<file path="config.mk">
export PLATFORM = sky130hd
export DESIGN_NAME = tlv_header_stream_decoder
export DESIGN_NICKNAME = d
export VERILOG_FILES = /design/src/hdl/tlvhd_pkg.sv /design/src/hdl/tlv_header_stream_decoder.sv
export SDC_FILE = /design/constraint.sdc
export NUM_CORES = 1
export LEC_CHECK = 0
export ABC_AREA = 1
export BUFFER_PORTS_ARGS = -buffer_cell sky130_fd_sc_hd__buf_2
export CORE_MARGIN = 8
export CORE_UTILIZATION = 40
export DETAILED_ROUTE_END_ITERATION = 16
export PLACE_DENSITY_LB_ADDON = 0.25
export SYNTH_ARGS = -nofsm -noshare
export SYNTH_HDL_FRONTEND = slang
export SYNTH_SLANG_ARGS = --single-unit
</file>
<file path="constraint.sdc">
create_clock -name clock -period 7.05 [get_ports clock]
set_input_delay 0 -clock clock [delete_from_list [all_inputs] [get_ports clock]]
set_output_delay 0 -clock clock [all_outputs]
set_load 0.01 [all_outputs]
</file>
<file path="src/hdl/tlvhd_pkg.sv">
// Package: types, status codes and helpers for the TLV header stream decoder.
`default_nettype none

package tlvhd_pkg;

   localparam int unsigned BYTE_W  = 8;
   localparam int unsigned TYPE_W  = 32;
   localparam int unsigned LEN_W   = 64;
   localparam int unsigned STAT_W  = 2;
   localparam int unsigned PEND_W  = 4;
   localparam int unsigned RDATA_W = TYPE_W + LEN_W;

   localparam logic [BYTE_W-1:0] MAX_DIRECT = 8'd252;
   localparam logic [BYTE_W-1:0] EXT_TWO    = 8'd253;
   localparam logic [BYTE_W-1:0] EXT_FOUR   = 8'd254;

   typedef enum logic [STAT_W-1:0] {
      STAT_OK       = 2'd0,
      STAT_SHORT    = 2'd1,
      STAT_BIG_TYPE = 2'd2
   } status_type;

   typedef enum logic [3:0] {
      PH_TYPE_FIRST = 4'b0001,
      PH_TYPE_EXT   = 4'b0010,
      PH_LEN_FIRST  = 4'b0100,
      PH_LEN_EXT    = 4'b1000
   } phase_type;

   // extension byte count for a first byte of 253..255
   function automatic logic [PEND_W-1:0] ext_count(input logic [BYTE_W-1:0] b);
      logic [PEND_W-1:0] n;
      if (b == EXT_TWO) begin
         n = 4'd2;
      end else if (b == EXT_FOUR) begin
         n = 4'd4;
      end else begin
         n = 4'd8;
      end
      return n;
   endfunction

endpackage

`default_nettype wire

</file>
<file path="src/hdl/tlv_header_stream_decoder.sv">
// TLV header stream decoder: one byte per item, one result per header or error.
// Throughput: 1 byte per cycle unless rsp_tready stalls the result register;
// input register, then parser logic into the result register.
// The path from rsp_tready to req_tready is combinational through the two stage enables.
// Reset (synchronous, active high) clears both stages and puts the parser at the first
// type byte of a new header.
`default_nettype none

module tlv_header_stream_decoder
   import tlvhd_pkg::*;
(
   input  wire                      clock,
   input  wire                      reset,
   input  wire                      req_tvalid,
   output logic                     req_tready,
   input  wire  [BYTE_W-1:0]        req_tdata,   // [7:0] data_byte
   input  wire                      req_tlast,   // end_of_buffer
   output logic                     rsp_tvalid,
   input  wire                      rsp_tready,
   output logic [RDATA_W-1:0]       rsp_tdata,   // [31:0] type_number, [95:32] length_value
   output logic [STAT_W-1:0]        rsp_tuser    // [1:0] status
);

   logic                in_valid_ff, in_valid_in;
   logic [BYTE_W-1:0]   in_byte_ff;
   logic                in_last_ff;

   phase_type           phase_ff, phase_in;
   logic [PEND_W-1:0]   pend_ff, pend_in;
   logic [LEN_W-1:0]    acc_ff, acc_in;
   logic [TYPE_W-1:0]   type_ff, type_in;

   logic                out_valid_ff, out_valid_in;
   logic [TYPE_W-1:0]   out_type_ff;
   logic [LEN_W-1:0]    out_len_ff;
   status_type          out_stat_ff;

   logic                advance;
   logic                work;
   logic                emit;
   logic                do_fail;
   status_type          fail_stat;
   logic [TYPE_W-1:0]   res_type;
   logic [LEN_W-1:0]    res_len;
   logic [LEN_W-1:0]    acc_shift;
   logic [PEND_W-1:0]   pend_dec;

   assign advance    = !out_valid_ff || rsp_tready;
   assign req_tready = !in_valid_ff || advance;
   assign work       = in_valid_ff && advance;

   assign acc_shift = {acc_ff[LEN_W-BYTE_W-1:0], in_byte_ff};
   assign pend_dec  = (pend_ff > 4'd1) ? pend_ff - 4'd1 : '0;

   always_comb begin
      phase_in  = phase_ff;
      pend_in   = pend_ff;
      acc_in    = acc_ff;
      type_in   = type_ff;
      emit      = 1'b0;
      do_fail   = 1'b0;
      fail_stat = STAT_SHORT;
      res_type  = type_ff;
      res_len   = '0;
      case (phase_ff)
         PH_TYPE_FIRST: begin
            if (in_byte_ff <= MAX_DIRECT) begin
               type_in  = {{(TYPE_W-BYTE_W){1'b0}}, in_byte_ff};
               phase_in = PH_LEN_FIRST;
            end else begin
               pend_in  = ext_count(in_byte_ff);
               acc_in   = '0;
               phase_in = PH_TYPE_EXT;
            end
            do_fail = in_last_ff;
         end
         PH_TYPE_EXT: begin
            acc_in  = acc_shift;
            pend_in = pend_dec;
            if (pend_dec == '0 && acc_shift[LEN_W-1:TYPE_W] != '0) begin
               do_fail   = 1'b1;
               fail_stat = STAT_BIG_TYPE;
            end else begin
               if (pend_dec == '0) begin
                  type_in  = acc_shift[TYPE_W-1:0];
                  acc_in   = '0;
                  phase_in = PH_LEN_FIRST;
               end
               do_fail = in_last_ff;
            end
         end
         PH_LEN_FIRST: begin
            if (in_byte_ff <= MAX_DIRECT) begin
               emit    = 1'b1;
               res_len = {{(LEN_W-BYTE_W){1'b0}}, in_byte_ff};
            end else begin
               pend_in  = ext_count(in_byte_ff);
               acc_in   = '0;
               phase_in = PH_LEN_EXT;
               do_fail  = in_last_ff;
            end
         end
         PH_LEN_EXT: begin
            acc_in  = acc_shift;
            pend_in = pend_dec;
            if (pend_dec == '0) begin
               emit    = 1'b1;
               res_len = acc_shift;
            end else begin
               do_fail = in_last_ff;
            end
         end
         default: begin
            phase_in = PH_TYPE_FIRST;
         end
      endcase
      // a finished header or an error restarts the parser
      if (emit || do_fail) begin
         phase_in = PH_TYPE_FIRST;
         pend_in  = '0;
         acc_in   = '0;
         type_in  = '0;
      end
      if (do_fail) begin
         emit     = 1'b1;
         res_type = '0;
         res_len  = '0;
      end
   end

   assign in_valid_in  = req_tready ? req_tvalid : in_valid_ff;
   assign out_valid_in = advance ? (work && emit) : out_valid_ff;

   always_ff @(posedge clock) begin
      if (reset) begin
         in_valid_ff  <= 1'b0;
         out_valid_ff <= 1'b0;
         phase_ff     <= PH_TYPE_FIRST;
         pend_ff      <= '0;
         acc_ff       <= '0;
         type_ff      <= '0;
      end else begin
         in_valid_ff  <= in_valid_in;
         out_valid_ff <= out_valid_in;
         if (work) begin
            phase_ff <= phase_in;
            pend_ff  <= pend_in;
            acc_ff   <= acc_in;
            type_ff  <= type_in;
         end
      end
   end

   always_ff @(posedge clock) begin
      if (req_tready) begin
         in_byte_ff <= req_tdata;
         in_last_ff <= req_tlast;
      end
      if (work && emit) begin
         out_type_ff <= res_type;
         out_len_ff  <= res_len;
         out_stat_ff <= do_fail ? fail_stat : STAT_OK;
      end
   end

   assign rsp_tvalid = out_valid_ff;
   assign rsp_tdata  = {out_len_ff, out_type_ff};
   assign rsp_tuser  = out_stat_ff;

   a_err_zero: assert property (@(posedge clock) disable iff (reset)
      (rsp_tvalid && rsp_tuser != STAT_OK) |-> (rsp_tdata == '0))
      else $error("error item carries nonzero data");

   a_stat_code: assert property (@(posedge clock) disable iff (reset)
      rsp_tvalid |-> (rsp_tuser == STAT_OK || rsp_tuser == STAT_SHORT ||
                      rsp_tuser == STAT_BIG_TYPE))
      else $error("undefined status code");

   a_pend_ext: assert property (@(posedge clock) disable iff (reset)
      (phase_ff == PH_TYPE_EXT || phase_ff == PH_LEN_EXT) |-> (pend_ff != '0))
      else $error("extension phase with no bytes pending");

   a_pend_first: assert property (@(posedge clock) disable iff (reset)
      (phase_ff == PH_TYPE_FIRST || phase_ff == PH_LEN_FIRST) |-> (pend_ff == '0))
      else $error("bytes pending outside extension phase");

   a_hold: assert property (@(posedge clock) disable iff (reset)
      (rsp_tvalid && !rsp_tready) |=> (rsp_tvalid && $stable(rsp_tdata)))
      else $error("stalled result changed");

endmodule

`default_nettype wire
</file>
==> impl_metrics.json <==
{
  "cp_slowest_cell": "clkinv_2",
  "die_area_um2": 26300,
  "finalHoldViolCount": 0,
  "path_cells": "nor2_1 > nand3_1 > nand2_1 > inv_1 > a21oi_1 > nand2_1 > nand2_4 > clkinv_2 > a21oi_1 > nor2_1",
  "relSlewSlack": 0.196,
  "worstPathArrival_ns": 4.21,
  "netlist_instances": 969,
  "postCtsSetupBuffers": 0,
  "crit_path_max_incr_delay_ns": 0.81,
  "cts-root-buf": "clkbuf_16",
  "fin_crit_sh": 0.544,
  "cts_tree": "done",
  "hold_ws_ns": 0.166,
  "finish.instance_area_um2": 10100,
  "die_width_um": 162,
  "antenna_found_initial": 0,
  "crit_path_start_kind": "register",
  "use_met1": 0.189,
  "postPlaceCellArea_um2": 9180,
  "syn-cell-area_um2": 8560,
  "wl_mm": 19.2,
  "grt_pass1_vias": 6281,
  "grt_pass1_wl_mm": 31.7,
  "criticalPathCategory": "register to register",
  "cp.required_ns": 7.43,
  "syn_avg_cell_area_um2": 8.83,
  "yosys_warnings": 0,
  "multi_input_area_um2": 2610,
  "dpl.hpwl_mm": 12.3,
  "end_kind": "register",
  "layout.nets": 1082,
  "hold_buffers": 13,
  "fill_cells": 2064,
  "clk_path_buf_depth": 3,
  "fin_skew_ns": 0.0164,
  "timing.fmax_ghz": 0.261,
  "area_growth_syn_to_layout_pct": 17.6,
  "dieHeight_um": 162,
  "ys_ff_latch": 205,
  "leakagePower_nw": 3.96,
  "detail_route.iter0.violations": 512,
  "coreArea_um2": 21000,
  "gr-total-overflow": 0,
  "hp-class": "input port to register",
  "grt.met2_usage": 0.234,
  "vias": 6464,
  "place.gp.congestion": 0.833,
  "core.rowCount": 53,
  "grt_max_degree": 95,
  "io_pins": 113,
  "grt.busiest_layer": "met2",
  "ant_nets": 0,
  "syn_nets": 984,
  "max_cap_violations": 0,
  "grtUsageTotal": 0.144,
  "worstSkewPairLatency_ns": 0.50,
  "p_per_area_nw_per_um2": 316,
  "ir_worst_vdd_uv": 158,
  "power.total_mw": 3.18,
  "use_met3": 0.0352,
  "min_period_ns": 3.83,
  "h-tree-depth": 1,
  "regArea_um2": 5170,
  "drive_gt1_frac": 0.166,
  "tns_ns": 0,
  "wl_per_cell_um": 14.1,
  "finalSetupViolCount": 0,
  "rsz0062_at_grt": "no",
  "status": "complete, no violations",
  "drv_slew": 0,
  "numCtsBuffers": 22,
  "final_util": 0.479,
  "crit_family": "simple AND/OR/NAND/NOR gates",
  "synth.distinct_cells": 32,
  "io_buffers": 112,
  "drc": 0,
  "initial_utilization": 0.407,
  "worst_pin_slew_ns": 1.20,
  "cp_max_fo": 61,
  "drt-vias-per-instance": 4.76,
  "diodes": 0,
  "post_cts_resized": 0,
  "cts_sinks": 205,
  "crit_buf_inv": 2,
  "drtPass1Iterations": 5,
  "seq_area_frac_synth": 0.605,
  "clk_pin_slew_worst_paths_ns": 0.07
}
==> tightest hold or removal path: cells and delay by family <==
| kind | cells | cell delay (ns) |
|---|---|---|
| compound gates | 1 | 0.06 |
| buf+inv | 3 | 0.23 |
| simple gates | 4 | 0.32 |
==> cells in the mapped netlist <==
cell type	n	area [um2]
nor2_1	260	976
inv_1	119	447
nand2_1	109	409
edfxtp_1	107	3210
dfxtp_1	98	1960
a21oi_1	75	375
o21ai_0	62	310
nand3_1	43	215
clkbuf_1	24	90.1
buf_2	11	55.1
a21oi_2	10	87.6
buf_4	9	67.6
buf_6	9	101
nand4_1	5	31.3
nor3_1	4	20.0
nand2_2	3	18.8
ha_1	2	25.0
inv_2	2	7.51
nand2_4	2	22.5
nor2_4	2	22.5
o21ai_1	2	10.0
a21oi_4	1	16.3
and2b_1	1	7.51
buf_1	1	3.75
clkinv_1	1	3.75
clkinv_2	1	5.00
inv_4	1	6.26
nand3_2	1	10.0
nand3_4	1	17.5
o21bai_1	1	7.51
o41ai_1	1	8.76
or2_2	1	6.26
==> power breakdown <==
| part | switching, mW | internal (mW) |
|---|---|---|
| logic | 0.383 | 0.170 |
| clock network | 0.460 | 0.703 |
| registers | 0.0776 | 1.38 |
==> cell usage in the layout (no fill, tap or decap), types with 4 or more instances in the layout <==
| master | count |
|---|---|
| a21oi_1 | 75 |
| clkinv_2 | 5 |
| buf_2 | 112 |
| nand3_1 | 43 |
| clkbuf_8 | 6 |
| edfxtp_1 | 107 |
| nand4_1 | 5 |
| dlygate4sd3_1 | 13 |
| nor2_1 | 259 |
| o21ai_0 | 62 |
| clkbuf_16 | 25 |
| nand2_2 | 4 |
| a21oi_2 | 10 |
| inv_1 | 117 |
| dfxtp_1 | 98 |
| nand2_1 | 108 |
| nor3_1 | 4 |
==> area by class of cell <==
class,instances,area share
Timing Repair Buffer,128,0.0709
Sequential cell,205,0.514
Clock buffer,34,0.0715
Clock inverter,6,0.00323
Tap cell,275,0.0342
Multi-Input combinational cell,586,0.259
Inverter,124,0.0469
==> sequential cells by signal, summed over array words and instances, names as in the netlist <==
name / count
in_valid_ff: 1
pend_ff: 4
phase_ff: 4
rsp_tuser: 2
rsp_tvalid: 1
out_type_ff: 32
out_len_ff: 64
type_ff: 32
in_byte_ff: 8
acc_ff: 56
in_last_ff: 1
==> per-stage QoR <==
stage / setup WS, ns / instances
finish: 3.22 / 1358
global route: 2.81 / 1358
floorplan: 3.23 / 969
CTS: 3.25 / 1358
global placement: 3.40 / 1305
detailed placement: 3.29 / 1305
==> routing by layer <==
layer / share of wire / wire length (um)
met4: 0.017 / 320
met3: 0.067 / 1280
met1: 0.46 / 8800
met5: 0 / 0
met2: 0.46 / 8810
==> path summary, 6_finish.rpt <==
check | cells past startpoint | slack, ns | startpoint | to
setup / recovery | 10 | 3.22 | phase_ff[2] | acc_ff[43]
hold / removal | 8 | 0.17 | rsp_tready | acc_ff[42]
setup reg to reg | 10 | 3.22 | phase_ff[2] | acc_ff[43]
hold reg to reg | 2 | 0.48 | type_ff[25] | type_ff[25]
==> cells by family (layout without fill, tap and decap cells) <==
family / Yosys count / in the layout / synth area share
AND/OR/NAND/NOR: 432 / 432 / 0.205
flip-flops: 205 / 205 / 0.605
buffers and inverters: 178 / 292 / 0.0919
adder cells (fa/ha/maj): 2 / 2 / 0.00292
AO/OA/AOI/OAI: 152 / 152 / 0.0953
No activity file was read; power rests on OpenSTA's default activity.
